`src/design/md5bh_pkg.sv`:
```
// Shared types, constants and round tables for the MD5 byte stream hasher.
`timescale 1ns / 1ps
`default_nettype none

package md5bh_pkg;

   localparam logic [31:0] INIT_A = 32'h67452301;
   localparam logic [31:0] INIT_B = 32'hefcdab89;
   localparam logic [31:0] INIT_C = 32'h98badcfe;
   localparam logic [31:0] INIT_D = 32'h10325476;

   localparam logic [7:0] PAD_BYTE  = 8'h80;
   localparam logic [2:0] TOP_MASK  = 3'h7;
   localparam int         PALETTE_SIZE = 8;

   localparam logic [5:0] FILL_LEN_START = 6'd56;
   localparam logic [5:0] FILL_LAST      = 6'd63;
   localparam logic [5:0] ROUND_LAST     = 6'd63;

   typedef struct packed {
      logic [31:0] a;
      logic [31:0] b;
      logic [31:0] c;
      logic [31:0] d;
   } chain_type;

   typedef struct packed {
      logic [31:0] digest_word_a;
      logic [31:0] digest_word_b;
      logic [31:0] digest_word_c;
      logic [31:0] digest_word_d;
      logic [2:0]  palette_index;
   } result_type;

   typedef enum logic [5:0] {
      ST_IDLE     = 6'b000001,
      ST_PAD      = 6'b000010,
      ST_PREFETCH = 6'b000100,
      ST_ROUND    = 6'b001000,
      ST_ADD      = 6'b010000,
      ST_DONE     = 6'b100000
   } state_type;

   localparam logic [31:0] ROUND_K [64] = '{
      32'hd76aa478, 32'he8c7b756, 32'h242070db, 32'hc1bdceee,
      32'hf57c0faf, 32'h4787c62a, 32'ha8304613, 32'hfd469501,
      32'h698098d8, 32'h8b44f7af, 32'hffff5bb1, 32'h895cd7be,
      32'h6b901122, 32'hfd987193, 32'ha679438e, 32'h49b40821,
      32'hf61e2562, 32'hc040b340, 32'h265e5a51, 32'he9b6c7aa,
      32'hd62f105d, 32'h02441453, 32'hd8a1e681, 32'he7d3fbc8,
      32'h21e1cde6, 32'hc33707d6, 32'hf4d50d87, 32'h455a14ed,
      32'ha9e3e905, 32'hfcefa3f8, 32'h676f02d9, 32'h8d2a4c8a,
      32'hfffa3942, 32'h8771f681, 32'h6d9d6122, 32'hfde5380c,
      32'ha4beea44, 32'h4bdecfa9, 32'hf6bb4b60, 32'hbebfbc70,
      32'h289b7ec6, 32'heaa127fa, 32'hd4ef3085, 32'h04881d05,
      32'hd9d4d039, 32'he6db99e5, 32'h1fa27cf8, 32'hc4ac5665,
      32'hf4292244, 32'h432aff97, 32'hab9423a7, 32'hfc93a039,
      32'h655b59c3, 32'h8f0ccc92, 32'hffeff47d, 32'h85845dd1,
      32'h6fa87e4f, 32'hfe2ce6e0, 32'ha3014314, 32'h4e0811a1,
      32'hf7537e82, 32'hbd3af235, 32'h2ad7d2bb, 32'heb86d391
   };

   // Left-rotate amount: depends on the round group and the low two bits.
   function automatic logic [4:0] rot_amount(input logic [5:0] r);
      logic [4:0] s;
      case ({r[5:4], r[1:0]})
         4'd0:    s = 5'd7;
         4'd1:    s = 5'd12;
         4'd2:    s = 5'd17;
         4'd3:    s = 5'd22;
         4'd4:    s = 5'd5;
         4'd5:    s = 5'd9;
         4'd6:    s = 5'd14;
         4'd7:    s = 5'd20;
         4'd8:    s = 5'd4;
         4'd9:    s = 5'd11;
         4'd10:   s = 5'd16;
         4'd11:   s = 5'd23;
         4'd12:   s = 5'd6;
         4'd13:   s = 5'd10;
         4'd14:   s = 5'd15;
         4'd15:   s = 5'd21;
         default: s = 5'd0;
      endcase
      return s;
   endfunction

   // Message word used by a round (all arithmetic mod 16).
   function automatic logic [3:0] msg_index(input logic [5:0] r);
      logic [3:0] r4;
      logic [3:0] idx;
      r4 = r[3:0];
      case (r[5:4])
         2'd0:    idx = r4;
         2'd1:    idx = 4'(r4 * 4'd5 + 4'd1);
         2'd2:    idx = 4'(r4 * 4'd3 + 4'd5);
         2'd3:    idx = 4'(r4 * 4'd7);
         default: idx = r4;
      endcase
      return idx;
   endfunction

endpackage

`default_nettype wire

```
`src/design/md5bh_if.sv`:
```
// Valid/ready channel interfaces for hasher requests and digest responses.
`timescale 1ns / 1ps
`default_nettype none

interface md5bh_req_if;
   logic       valid;
   logic       ready;
   logic       has_byte;
   logic [7:0] data_byte;
   logic       last_item;

   modport source (output valid, output has_byte, output data_byte, output last_item,
                   input ready);
   modport sink   (input valid, input has_byte, input data_byte, input last_item,
                   output ready);
endinterface

interface md5bh_rsp_if;
   logic        valid;
   logic        ready;
   logic [31:0] digest_word_a;
   logic [31:0] digest_word_b;
   logic [31:0] digest_word_c;
   logic [31:0] digest_word_d;
   logic [2:0]  palette_index;

   modport source (output valid, output digest_word_a, output digest_word_b,
                   output digest_word_c, output digest_word_d, output palette_index,
                   input ready);
   modport sink   (input valid, input digest_word_a, input digest_word_b,
                   input digest_word_c, input digest_word_d, input palette_index,
                   output ready);
endinterface

`default_nettype wire

```
`src/design/md5_byte_stream_hasher_top.sv`:
```
// MD5 byte stream hasher top level: block buffer, padding sequencer, round loop.
// A byte that does not fill a block leaves the sequencer idle, so req ready stays high.
// A full block runs busy through one buffer prefetch, 64 rounds and one chain add.
// A last item adds a pad step per pad byte and a block run per block closed, then loads rsp once it is free.
// The digest stays in the rsp register while the next message streams in.
// Synchronous active-high reset: chain words to the MD5 initial values, counts to zero.
`timescale 1ns / 1ps
`default_nettype none

module md5_byte_stream_hasher_top (
   input  logic               clock,
   input  logic               reset,
   md5bh_req_if.sink          req_chan,
   md5bh_rsp_if.source        rsp_chan
);

   // ---------------------------------------------------------------
   // Sequencer and datapath registers
   // ---------------------------------------------------------------
   md5bh_pkg::state_type  state_ff, state_in;
   logic [5:0]            fill_ff, fill_in;        // bytes held in the block buffer
   logic [60:0]           len_ff, len_in;          // message bytes, wraps mod 2^61
   logic [5:0]            round_ff, round_in;
   md5bh_pkg::chain_type  chain_ff, chain_in;
   md5bh_pkg::chain_type  work_ff, work_in;
   md5bh_pkg::chain_type  round_out;
   logic                  pad_active_ff, pad_active_in;  // message closing
   logic                  pad_first_ff, pad_first_in;    // next pad byte is 0x80
   logic                  len_phase_ff, len_phase_in;    // writing the bit length
   logic                  rsp_valid_ff, rsp_valid_in;
   md5bh_pkg::result_type rsp_data_ff, rsp_data_in;

   // block buffer: 16 little-endian words, written a byte lane at a time
   logic [31:0]           buf_mem_ff [16];
   logic [31:0]           msg_word_ff;

   logic                  accept;
   logic                  out_free;
   logic                  pad_len;
   logic [63:0]           len_bits;
   logic [7:0]            pad_byte;
   logic                  wr_en;
   logic [7:0]            wr_byte;
   logic                  rd_en;
   logic [5:0]            rd_round;
   logic [3:0]            pal_calc;
   logic [2:0]            top_bits;

   assign req_chan.ready = (state_ff == md5bh_pkg::ST_IDLE);
   assign accept         = req_chan.valid && req_chan.ready;
   assign out_free       = !rsp_valid_ff || rsp_chan.ready;

   // ---------------------------------------------------------------
   // Padding byte: 0x80, zeros up to offset 56, then the bit length
   // ---------------------------------------------------------------
   assign len_bits = {len_ff, 3'b000};
   assign pad_len  = !pad_first_ff && (len_phase_ff || fill_ff == md5bh_pkg::FILL_LEN_START);

   always_comb begin
      if (pad_first_ff) begin
         pad_byte = md5bh_pkg::PAD_BYTE;
      end else if (pad_len) begin
         pad_byte = len_bits[{fill_ff[2:0], 3'b000} +: 8];
      end else begin
         pad_byte = 8'h00;
      end
   end

   assign wr_en   = (accept && req_chan.has_byte) || (state_ff == md5bh_pkg::ST_PAD);
   assign wr_byte = (state_ff == md5bh_pkg::ST_PAD) ? pad_byte : req_chan.data_byte;

   // read one round ahead so the word is registered when the round runs
   assign rd_en    = (state_ff == md5bh_pkg::ST_PREFETCH) || (state_ff == md5bh_pkg::ST_ROUND);
   assign rd_round = (state_ff == md5bh_pkg::ST_PREFETCH) ? round_ff : 6'(round_ff + 6'd1);

   always_ff @(posedge clock) begin
      if (wr_en) begin
         buf_mem_ff[fill_ff[5:2]][{fill_ff[1:0], 3'b000} +: 8] <= wr_byte;
      end
      if (rd_en) begin
         msg_word_ff <= buf_mem_ff[md5bh_pkg::msg_index(rd_round)];
      end
   end

   // ---------------------------------------------------------------
   // Shared round unit
   // ---------------------------------------------------------------
   md5bh_round u_round (
      .work_i     (work_ff),
      .round_i    (round_ff),
      .msg_word_i (msg_word_ff),
      .work_o     (round_out)
   );

   // palette index: low three bits of the top byte of D, reduced mod the palette size
   assign top_bits = chain_ff.d[26:24] & md5bh_pkg::TOP_MASK;

   always_comb begin
      pal_calc = {1'b0, top_bits};
      for (int i = 0; i < 8; i++) begin
         if (pal_calc >= 4'(md5bh_pkg::PALETTE_SIZE)) begin
            pal_calc = pal_calc - 4'(md5bh_pkg::PALETTE_SIZE);
         end
      end
   end

   // ---------------------------------------------------------------
   // Sequencer
   // ---------------------------------------------------------------
   always_comb begin
      state_in      = state_ff;
      fill_in       = fill_ff;
      len_in        = len_ff;
      round_in      = round_ff;
      chain_in      = chain_ff;
      work_in       = work_ff;
      pad_active_in = pad_active_ff;
      pad_first_in  = pad_first_ff;
      len_phase_in  = len_phase_ff;
      rsp_valid_in  = rsp_valid_ff && !rsp_chan.ready;
      rsp_data_in   = rsp_data_ff;

      case (state_ff)
         md5bh_pkg::ST_IDLE: begin
            if (accept) begin
               pad_active_in = req_chan.last_item;
               pad_first_in  = req_chan.last_item;
               if (req_chan.has_byte) begin
                  fill_in = 6'(fill_ff + 6'd1);
                  len_in  = 61'(len_ff + 61'd1);
               end
               if (req_chan.has_byte && fill_ff == md5bh_pkg::FILL_LAST) begin
                  round_in = 6'd0;
                  state_in = md5bh_pkg::ST_PREFETCH;
               end else if (req_chan.last_item) begin
                  state_in = md5bh_pkg::ST_PAD;
               end
            end
         end
         md5bh_pkg::ST_PAD: begin
            fill_in      = 6'(fill_ff + 6'd1);
            pad_first_in = 1'b0;
            if (pad_len) begin
               len_phase_in = 1'b1;
            end
            if (fill_ff == md5bh_pkg::FILL_LAST) begin
               round_in = 6'd0;
               state_in = md5bh_pkg::ST_PREFETCH;
            end
         end
         md5bh_pkg::ST_PREFETCH: begin
            work_in  = chain_ff;
            state_in = md5bh_pkg::ST_ROUND;
         end
         md5bh_pkg::ST_ROUND: begin
            work_in  = round_out;
            round_in = 6'(round_ff + 6'd1);
            if (round_ff == md5bh_pkg::ROUND_LAST) begin
               state_in = md5bh_pkg::ST_ADD;
            end
         end
         md5bh_pkg::ST_ADD: begin
            chain_in.a = chain_ff.a + work_ff.a;
            chain_in.b = chain_ff.b + work_ff.b;
            chain_in.c = chain_ff.c + work_ff.c;
            chain_in.d = chain_ff.d + work_ff.d;
            if (len_phase_ff) begin
               state_in = md5bh_pkg::ST_DONE;
            end else if (pad_active_ff) begin
               state_in = md5bh_pkg::ST_PAD;
            end else begin
               state_in = md5bh_pkg::ST_IDLE;
            end
         end
         md5bh_pkg::ST_DONE: begin
            // hold until the rsp register is free, then restart the message
            if (out_free) begin
               rsp_valid_in              = 1'b1;
               rsp_data_in.digest_word_a = chain_ff.a;
               rsp_data_in.digest_word_b = chain_ff.b;
               rsp_data_in.digest_word_c = chain_ff.c;
               rsp_data_in.digest_word_d = chain_ff.d;
               rsp_data_in.palette_index = pal_calc[2:0];
               chain_in      = '{a: md5bh_pkg::INIT_A, b: md5bh_pkg::INIT_B,
                                 c: md5bh_pkg::INIT_C, d: md5bh_pkg::INIT_D};
               fill_in       = 6'd0;
               len_in        = '0;
               pad_active_in = 1'b0;
               pad_first_in  = 1'b0;
               len_phase_in  = 1'b0;
               state_in      = md5bh_pkg::ST_IDLE;
            end
         end
         default: begin
            state_in = md5bh_pkg::ST_IDLE;
         end
      endcase
   end

   always_ff @(posedge clock) begin
      if (reset) begin
         state_ff      <= md5bh_pkg::ST_IDLE;
         fill_ff       <= 6'd0;
         len_ff        <= '0;
         round_ff      <= 6'd0;
         chain_ff      <= '{a: md5bh_pkg::INIT_A, b: md5bh_pkg::INIT_B,
                            c: md5bh_pkg::INIT_C, d: md5bh_pkg::INIT_D};
         pad_active_ff <= 1'b0;
         pad_first_ff  <= 1'b0;
         len_phase_ff  <= 1'b0;
         rsp_valid_ff  <= 1'b0;
      end else begin
         state_ff      <= state_in;
         fill_ff       <= fill_in;
         len_ff        <= len_in;
         round_ff      <= round_in;
         chain_ff      <= chain_in;
         pad_active_ff <= pad_active_in;
         pad_first_ff  <= pad_first_in;
         len_phase_ff  <= len_phase_in;
         rsp_valid_ff  <= rsp_valid_in;
      end
   end

   // payload registers, no reset
   always_ff @(posedge clock) begin
      work_ff     <= work_in;
      rsp_data_ff <= rsp_data_in;
   end

   assign rsp_chan.valid         = rsp_valid_ff;
   assign rsp_chan.digest_word_a = rsp_data_ff.digest_word_a;
   assign rsp_chan.digest_word_b = rsp_data_ff.digest_word_b;
   assign rsp_chan.digest_word_c = rsp_data_ff.digest_word_c;
   assign rsp_chan.digest_word_d = rsp_data_ff.digest_word_d;
   assign rsp_chan.palette_index = rsp_data_ff.palette_index;

endmodule

`default_nettype wire

```
`src/design/md5bh_round.sv`:
```
// One MD5 round: boolean function, four-operand add, rotate and final add.
`timescale 1ns / 1ps
`default_nettype none

module md5bh_round (
   input  md5bh_pkg::chain_type work_i,
   input  logic [5:0]           round_i,
   input  logic [31:0]          msg_word_i,
   output md5bh_pkg::chain_type work_o
);

   logic [31:0] f;
   logic [31:0] sum;
   logic [63:0] rot_wide;
   logic [31:0] rot;

   always_comb begin
      case (round_i[5:4])
         2'd0:    f = (work_i.b & work_i.c) | (~work_i.b & work_i.d);
         2'd1:    f = (work_i.d & work_i.b) | (~work_i.d & work_i.c);
         2'd2:    f = work_i.b ^ work_i.c ^ work_i.d;
         2'd3:    f = work_i.c ^ (work_i.b | ~work_i.d);
         default: f = work_i.b ^ work_i.c ^ work_i.d;
      endcase
   end

   assign sum      = work_i.a + f + md5bh_pkg::ROUND_K[round_i] + msg_word_i;
   // rotate: the upper half of the doubled word shifted left
   assign rot_wide = {sum, sum} << md5bh_pkg::rot_amount(round_i);
   assign rot      = rot_wide[63:32];

   assign work_o.a = work_i.d;
   assign work_o.b = work_i.b + rot;
   assign work_o.c = work_i.b;
   assign work_o.d = work_i.c;

endmodule

`default_nettype wire

```
`src/flat_wrapper.sv`:
```
// flat-port wrapper written by rule: the top's interface ports become plain ports
module md5_byte_stream_hasher_top_flat 
  (clock, reset, req_chan_valid, req_chan_has_byte, req_chan_data_byte, req_chan_last_item, req_chan_ready, rsp_chan_valid, rsp_chan_digest_word_a, rsp_chan_digest_word_b, rsp_chan_digest_word_c, rsp_chan_digest_word_d, rsp_chan_palette_index, rsp_chan_ready);
  md5bh_req_if req_chan_i ();
  md5bh_rsp_if rsp_chan_i ();
  input  logic clock;
  input  logic reset;
  input wire logic [$bits(req_chan_i.valid)-1:0] req_chan_valid;
  input wire logic [$bits(req_chan_i.has_byte)-1:0] req_chan_has_byte;
  input wire logic [$bits(req_chan_i.data_byte)-1:0] req_chan_data_byte;
  input wire logic [$bits(req_chan_i.last_item)-1:0] req_chan_last_item;
  output wire logic [$bits(req_chan_i.ready)-1:0] req_chan_ready;
  output wire logic [$bits(rsp_chan_i.valid)-1:0] rsp_chan_valid;
  output wire logic [$bits(rsp_chan_i.digest_word_a)-1:0] rsp_chan_digest_word_a;
  output wire logic [$bits(rsp_chan_i.digest_word_b)-1:0] rsp_chan_digest_word_b;
  output wire logic [$bits(rsp_chan_i.digest_word_c)-1:0] rsp_chan_digest_word_c;
  output wire logic [$bits(rsp_chan_i.digest_word_d)-1:0] rsp_chan_digest_word_d;
  output wire logic [$bits(rsp_chan_i.palette_index)-1:0] rsp_chan_palette_index;
  input wire logic [$bits(rsp_chan_i.ready)-1:0] rsp_chan_ready;
  assign req_chan_i.valid = req_chan_valid;
  assign req_chan_i.has_byte = req_chan_has_byte;
  assign req_chan_i.data_byte = req_chan_data_byte;
  assign req_chan_i.last_item = req_chan_last_item;
  assign req_chan_ready = req_chan_i.ready;
  assign rsp_chan_valid = rsp_chan_i.valid;
  assign rsp_chan_digest_word_a = rsp_chan_i.digest_word_a;
  assign rsp_chan_digest_word_b = rsp_chan_i.digest_word_b;
  assign rsp_chan_digest_word_c = rsp_chan_i.digest_word_c;
  assign rsp_chan_digest_word_d = rsp_chan_i.digest_word_d;
  assign rsp_chan_palette_index = rsp_chan_i.palette_index;
  assign rsp_chan_i.ready = rsp_chan_ready;
  md5_byte_stream_hasher_top u_core (.clock(clock), .reset(reset), .req_chan(req_chan_i), .rsp_chan(rsp_chan_i));
endmodule
```
`config.mk`:
```
export PLATFORM = sky130hd
export DESIGN_NAME = md5_byte_stream_hasher_top_flat
export DESIGN_NICKNAME = d
export VERILOG_FILES = /design/src/design/md5bh_pkg.sv /design/src/design/md5bh_if.sv /design/src/design/md5_byte_stream_hasher_top.sv /design/src/design/md5bh_round.sv /design/src/flat_wrapper.sv
export SDC_FILE = /design/constraint.sdc
export NUM_CORES = 2
export LEC_CHECK = 0
export BUFFER_PORTS_ARGS = -buffer_cell sky130_fd_sc_hd__buf_2
export CAP_MARGIN = 10
export CORE_AREA = 5 5 465 238
export DETAILED_ROUTE_END_ITERATION = 10
export DIE_AREA = 0 0 470 243
export HOLD_SLACK_MARGIN = 0.05
export PLACE_DENSITY = 0.71
export SLEW_MARGIN = 40
export SYNTH_ARGS = -nofsm -noshare
export SYNTH_HDL_FRONTEND = slang
export SYNTH_SLANG_ARGS = --single-unit
```
`constraint.sdc`:
```
create_clock -name clock -period 27.7 [get_ports clock]
set_input_delay 1.385 -clock clock [delete_from_list [all_inputs] [get_ports clock]]
set_output_delay 1.385 -clock clock [all_outputs]
set_load 0.01 [all_outputs]
```
---- After elaboration in Yosys (flattened, before gate mapping) ----
Memory sizes are Yosys's and may differ from the RTL's. A register that Yosys moved wholly into a read port is not among the register bits.
Cells that the tools add are included.
operators by class
  $mul .................................... 3
  reductions and logical operators ........ 29
  add/subtract/negate cells ............... 14
  shift-type cells ........................ 4
  bitwise logic cells ..................... 13
  muxes and demuxes ....................... 45
  magnitude comparators ................... 1
  eq/ne operators ......................... 23
operators with widths
  cell                      count
  $pmux W128 S2             2
  $add A32 B32 Y32          8
  $mux W61                  3
  $and A32 B32 Y32          4
  $mux W128                 1
  $pmux W32 S4              1
  $pmux W61 S2              1
  $mux W32                  3
  $or A32 B32 Y32           3
  $xor A32 B32 Y32          3
  $mux W6                   14
  $not A32 Y32              2
  $shiftx A64 B7 Y8         1
  $shl A64 B5 Y64           1
  $add A61 B1 Y61 const B   1
  $pmux W6 S3               2
  $pmux W6 S6               1
  $shift A8 B7 Y32 const A  1
  $shiftx A8 B7 Y32         1
  $eq A6 B6 Y1 const B      4
  $mux W8                   3
  $pmux W4 S4               1
  $add A6 B1 Y6 const B     2
  $mux W4                   3
  other kinds (31)          66
storage, ports and cells
  logic and storage cells ................. 156
  RAM bits ................................ 512
  input port bits ......................... 14
  flip-flop bits (word level) ............. 470
  output and inout port bits .............. 133
  memory bits (read-only) ................. 2128
  memories kept ........................... 3
memories
  memory             depth  bits a word  read ports  clocked after memory_dff  wr ports  RTL line                          source
  (name not given)   64     32           1           0                         0         md5bh_round.sv:27                 assign sum = work_i.a + f + md5bh_pkg::ROUND_K[round_i] + msg_word_i;
  u_core.buf_mem_ff  16     32           1           1                         1         md5_byte_stream_hasher_top.sv:34  logic [31:0] buf_mem_ff [16];
  (name not given)   16     5            1           1                         0         md5bh_pkg.sv:66                   case ({r[5:4], r[1:0]})

---- Depth between registers and ports, before layout ----
  word-level depth ........................ 10
  mapped depth ............................ 43
  mapped depth without buffers ............ 42

---- Hierarchy ----
A second synthesis with hierarchy kept.
unflattened totals
  cells, all modules ...................... 5497
  area total of the unflattened synthesis .. 58285.9 um2
modules (own cells, without submodules)
  module                      cells an instance  times used  area each (um2)  sequential area each (um2)
  md5_byte_stream_hasher_top  3491               1           45273.4          28247.1
  md5bh_round                 2006               1           13012.5          0.0

---- Least setup slack after synthesis ----
OpenSTA, ideal clock, no wires.
  path type ............................... register to register
  start point ............................. register u_core.round_ff[0]
  end point ............................... register u_core.work_ff[94] (netlist name) (data pin)
  data required time ...................... 27441 ps
  library setup time ...................... 259 ps
  slack ................................... 18593 ps
  clock period less this slack ............ 9107 ps
  cell stages (with the launch flop) ...... 40
  buffers on the path ..................... 2
  data arrival time ....................... 8848 ps
  path through ............................ dfxtp_1 -> inv_1 -> clkbuf_1 -> ha_1 -> clkbuf_1 -> nand2_1 -> a21oi_1 -> a31oi_1 -> o22ai_1 -> a221oi_1 -> fa_1 -> inv_1 -> fa_1 -> inv_1 -> ha_1 -> inv_1 -> fa_1 -> or2b_2 -> [4 not listed] -> xor2_1 -> mux4_2 -> mux2_2 -> mux2_2 -> nand2_1 -> o21ai_0 -> ha_1 -> or3_1 -> o211ai_1 -> a41oi_1 -> and3b_1 -> a211o_1 -> a221oi_1 -> o21ai_0 -> a21o_1 -> nand2_1 -> nor4_1 -> a211o_1
RTL lines
  item                      RTL line                           source
  start: declaration        md5_byte_stream_hasher_top.sv:23   logic [5:0] round_ff, round_in;
  start signal: assignment  md5_byte_stream_hasher_top.sv:216  round_ff <= round_in;
  end signal: assignment    md5_byte_stream_hasher_top.sv:227  work_ff <= work_in;
  end: declaration          md5_byte_stream_hasher_top.sv:25   md5bh_pkg::chain_type work_ff, work_in;

==> out/results.ini <==
[sta]
setup_viol=0
relSlewSlack_pct=33.4
period_share_pct=43.0
fmax_mhz=84.0
grt_setup_unrepaired=false
worstMarginPinSlew_ns=0.994
tns_ns=0
skew_ns=0.0368
finalCriticalPeriod_ns=11.91
slew_viol_final=0
hold_viol=0
hold_slack_ns=0.500

[run_status]
status=finished clean

[worst_setup_path]
max_stage_delay_ns=0.82
crit_path_top_delay_cell=ha_1
required_ns=28.16
cp-end-kind=register
crit_arrival_ns=12.37
crit_fanout=28
start_kind=register
critPathKind=reg -> reg
cp_common_cell=inv_1

[drt]
vias=47600
avgRoutedWirePerCell_um=26.8
dr.first_iter.drc_count=7269
ant_nets=0
drtPass1Iterations=7
drc_errors=0
routed_via_density=6.46
wl_um=198000

[clocking]
ctsResizeCount=0
htree_levels=3
clockBufferDepth=3
clock-sinks=1016
cts_inserted_buffers=92
hold_buffers=0
clk_latency_ns=0.72
clk_pin_slew_ns=0.07
post_cts_buffers=0
clock-root-buffer=clkbuf_16
cts_tree=done

[yosys]
synth_edf_count=800
yosysMostFrequentCell=nand2_1
syn_nets=6187
yosysSeqAreaShare_pct=49.0
synth_cell_type_count=99
synth_cells=5877
syn-cell-area_um2=57800
yosysTopAreaCell=edfxtp_1
yosys_register_bits=1016
synthArstFlopShare_pct=0
synth_ff_type=edfxtp_1
ys_top_cells_by_count=nand2_1, edfxtp_1, nor2_1
yosysWarnings=0
synth.top_cell.area_share_pct=41.6
synth_area_per_cell_um2=9.84
synthTopCellsByArea=edfxtp_1, dfxtp_1, nand2_1

[floorplanning]
io_pins=147
coreArea_um2=106000
start_util_pct=54.4
placementRows=85
fp.dieW_um=470
die-area_um2=114000
fp.dieH_um=243

[cells_and_area]
nets=6164
areaGrowthSynthToFinish_pct=9.10
drive_gt1_share_pct=10.3
postLayoutCoreUtil_pct=59.4
fin_cells=7372

[global_route]
grt_pass1_wl_um=288000
grt_max_degree=185
grt.total_usage_pct=33.5
grt_pass1_vias=42400
overflow=0
antenna_found_initial=10

[placed_design]
dp.final_hpwl_um=143000
gp_congestion=1.08
port_buffers=146
dp.cells=7193

[pwr]
powerDensity_nw_per_um2=52.7
total_power_mw=3.32
leakage_nw=23.5
peakVddDrop_v=0.0000469

[min_path]
hp-class=reg -> reg

[run]
drv_cap=0

## critical path: cells and delay by family, from the launching register on
kind / cells / cell delay [ns]
mux: 3 / 0.58
fa+ha+maj: 7 / 3.04
buf+inv: 6 / 1.12
compound gates: 17 / 4.79
flops: 1 / 0.32
xor+xnor: 1 / 0.33
simple gates: 6 / 1.43
## sequential cells by signal, indices dropped and copies added, names as in the netlist, 2 cells and up, named ones only
register,cells
u_core.buf_mem_ff,512
u_core.chain_ff,128
u_core.work_ff,128
u_core.len_ff,61
u_core.msg_word_ff,32
u_core.rsp_chan.digest_word_a,32
u_core.rsp_chan.digest_word_b,32
u_core.rsp_chan.digest_word_c,32
u_core.rsp_chan.digest_word_d,30
u_core.fill_ff,6
u_core.round_ff,6
u_core.state_ff,6
u_core.rsp_chan.palette_index,2
## placed cells by master (no fill, tap or decap), types with 26 or more instances in the layout
cell type,synthesis,layout
fa_1,69,69
nor2_1,473,374
a211oi_1,193,191
nor2b_1,34,34
xnor2_1,117,115
o21ai_0,259,256
nand2_1,949,946
dfxtp_1,216,212
xor2_1,148,147
inv_1,218,217
and2_1,136,136
or2_2,31,31
or3_1,36,36
mux2_2,31,31
edfxtp_1,800,800
nand4_1,34,34
nand3_1,103,103
and3_1,36,36
buf_2,18,146
clkbuf_16,0,93
nor3_1,147,144
o22ai_1,34,34
nor2_2,0,98
a311oi_1,75,75
ha_1,227,227
a21oi_1,457,454
nand2b_1,55,55
buf_4,3,65
a31oi_1,150,149
a21o_1,87,87
mux4_2,27,26
mux2i_1,67,66
a22oi_1,58,55
o211ai_1,29,29
## area by class of cell
cell class                 instances  area, um2
antenna                            4       10.0
clock buffer                     109       2390
clock inverter                    64        667
fill                            8920      43200
inverter                         223        842
multi-input combinational       4299      27600
sequential                      1016      28400
tap                             1435       1800
timing repair buffer             222       1390
## per-layer routing
layer / vias to the layer above / part of all wire (%) / GRT usage (%)
li1: 21300 / - / -
met1: 23200 / 47 / 55.1
met2: 2848 / 35 / 38.6
met3: 277 / 16 / 15.4
met4: 18 / 1.6 / 5.44
met5: - / 0.26 / 2.74
## where the power goes
group | switching, mW | internal (mW) | total (mW)
Clock | 0.615 | 0.702 | 1.32
Sequential | 0.0117 | 1.67 | 1.68
Combinational | 0.221 | 0.102 | 0.323
Total | 0.848 | 2.48 | 3.32
## final timing paths
check	from	endpoint	slack, ns	cells past startpoint
min	u_core.pad_active_ff$_SDFFE_PP0P_	u_core.pad_active_ff$_SDFFE_PP0P_	0.50	2
max reg2reg	u_core.round_ff[1]$_SDFFE_PP0P_	u_core.work_ff[94]$_DFFE_PP_	15.79	40
min reg2reg	u_core.pad_active_ff$_SDFFE_PP0P_	u_core.pad_active_ff$_SDFFE_PP0P_	0.50	2
max	u_core.round_ff[1]$_SDFFE_PP0P_	u_core.work_ff[94]$_DFFE_PP_	15.79	40
## kinds of logic after synthesis
logic type                 after synthesis  share of synthesized area (%)
xor gates and xnor gates               265                           4.01
and+or+nand+nor                       2086                           16.1
buffers and inverters                  562                           3.89
DFF                                   1016                           49.0
adders and majority gates              296                           7.30
muxes                                  125                           2.82
AOI/OAI and AO/OA                     1527                           16.9
## metrics by stage
| stage | setup WS [ns] | cell area [um2] |
|---|---|---|
| floorplan | 18.59 | 57800 |
| global placement | 16.36 | 59600 |
| detailed placement | 16.40 | 59900 |
| CTS | 16.34 | 62900 |
| global route | 15.52 | 63100 |
| finish | 15.79 | 63100 |
(Power assumes the default switching activity.)
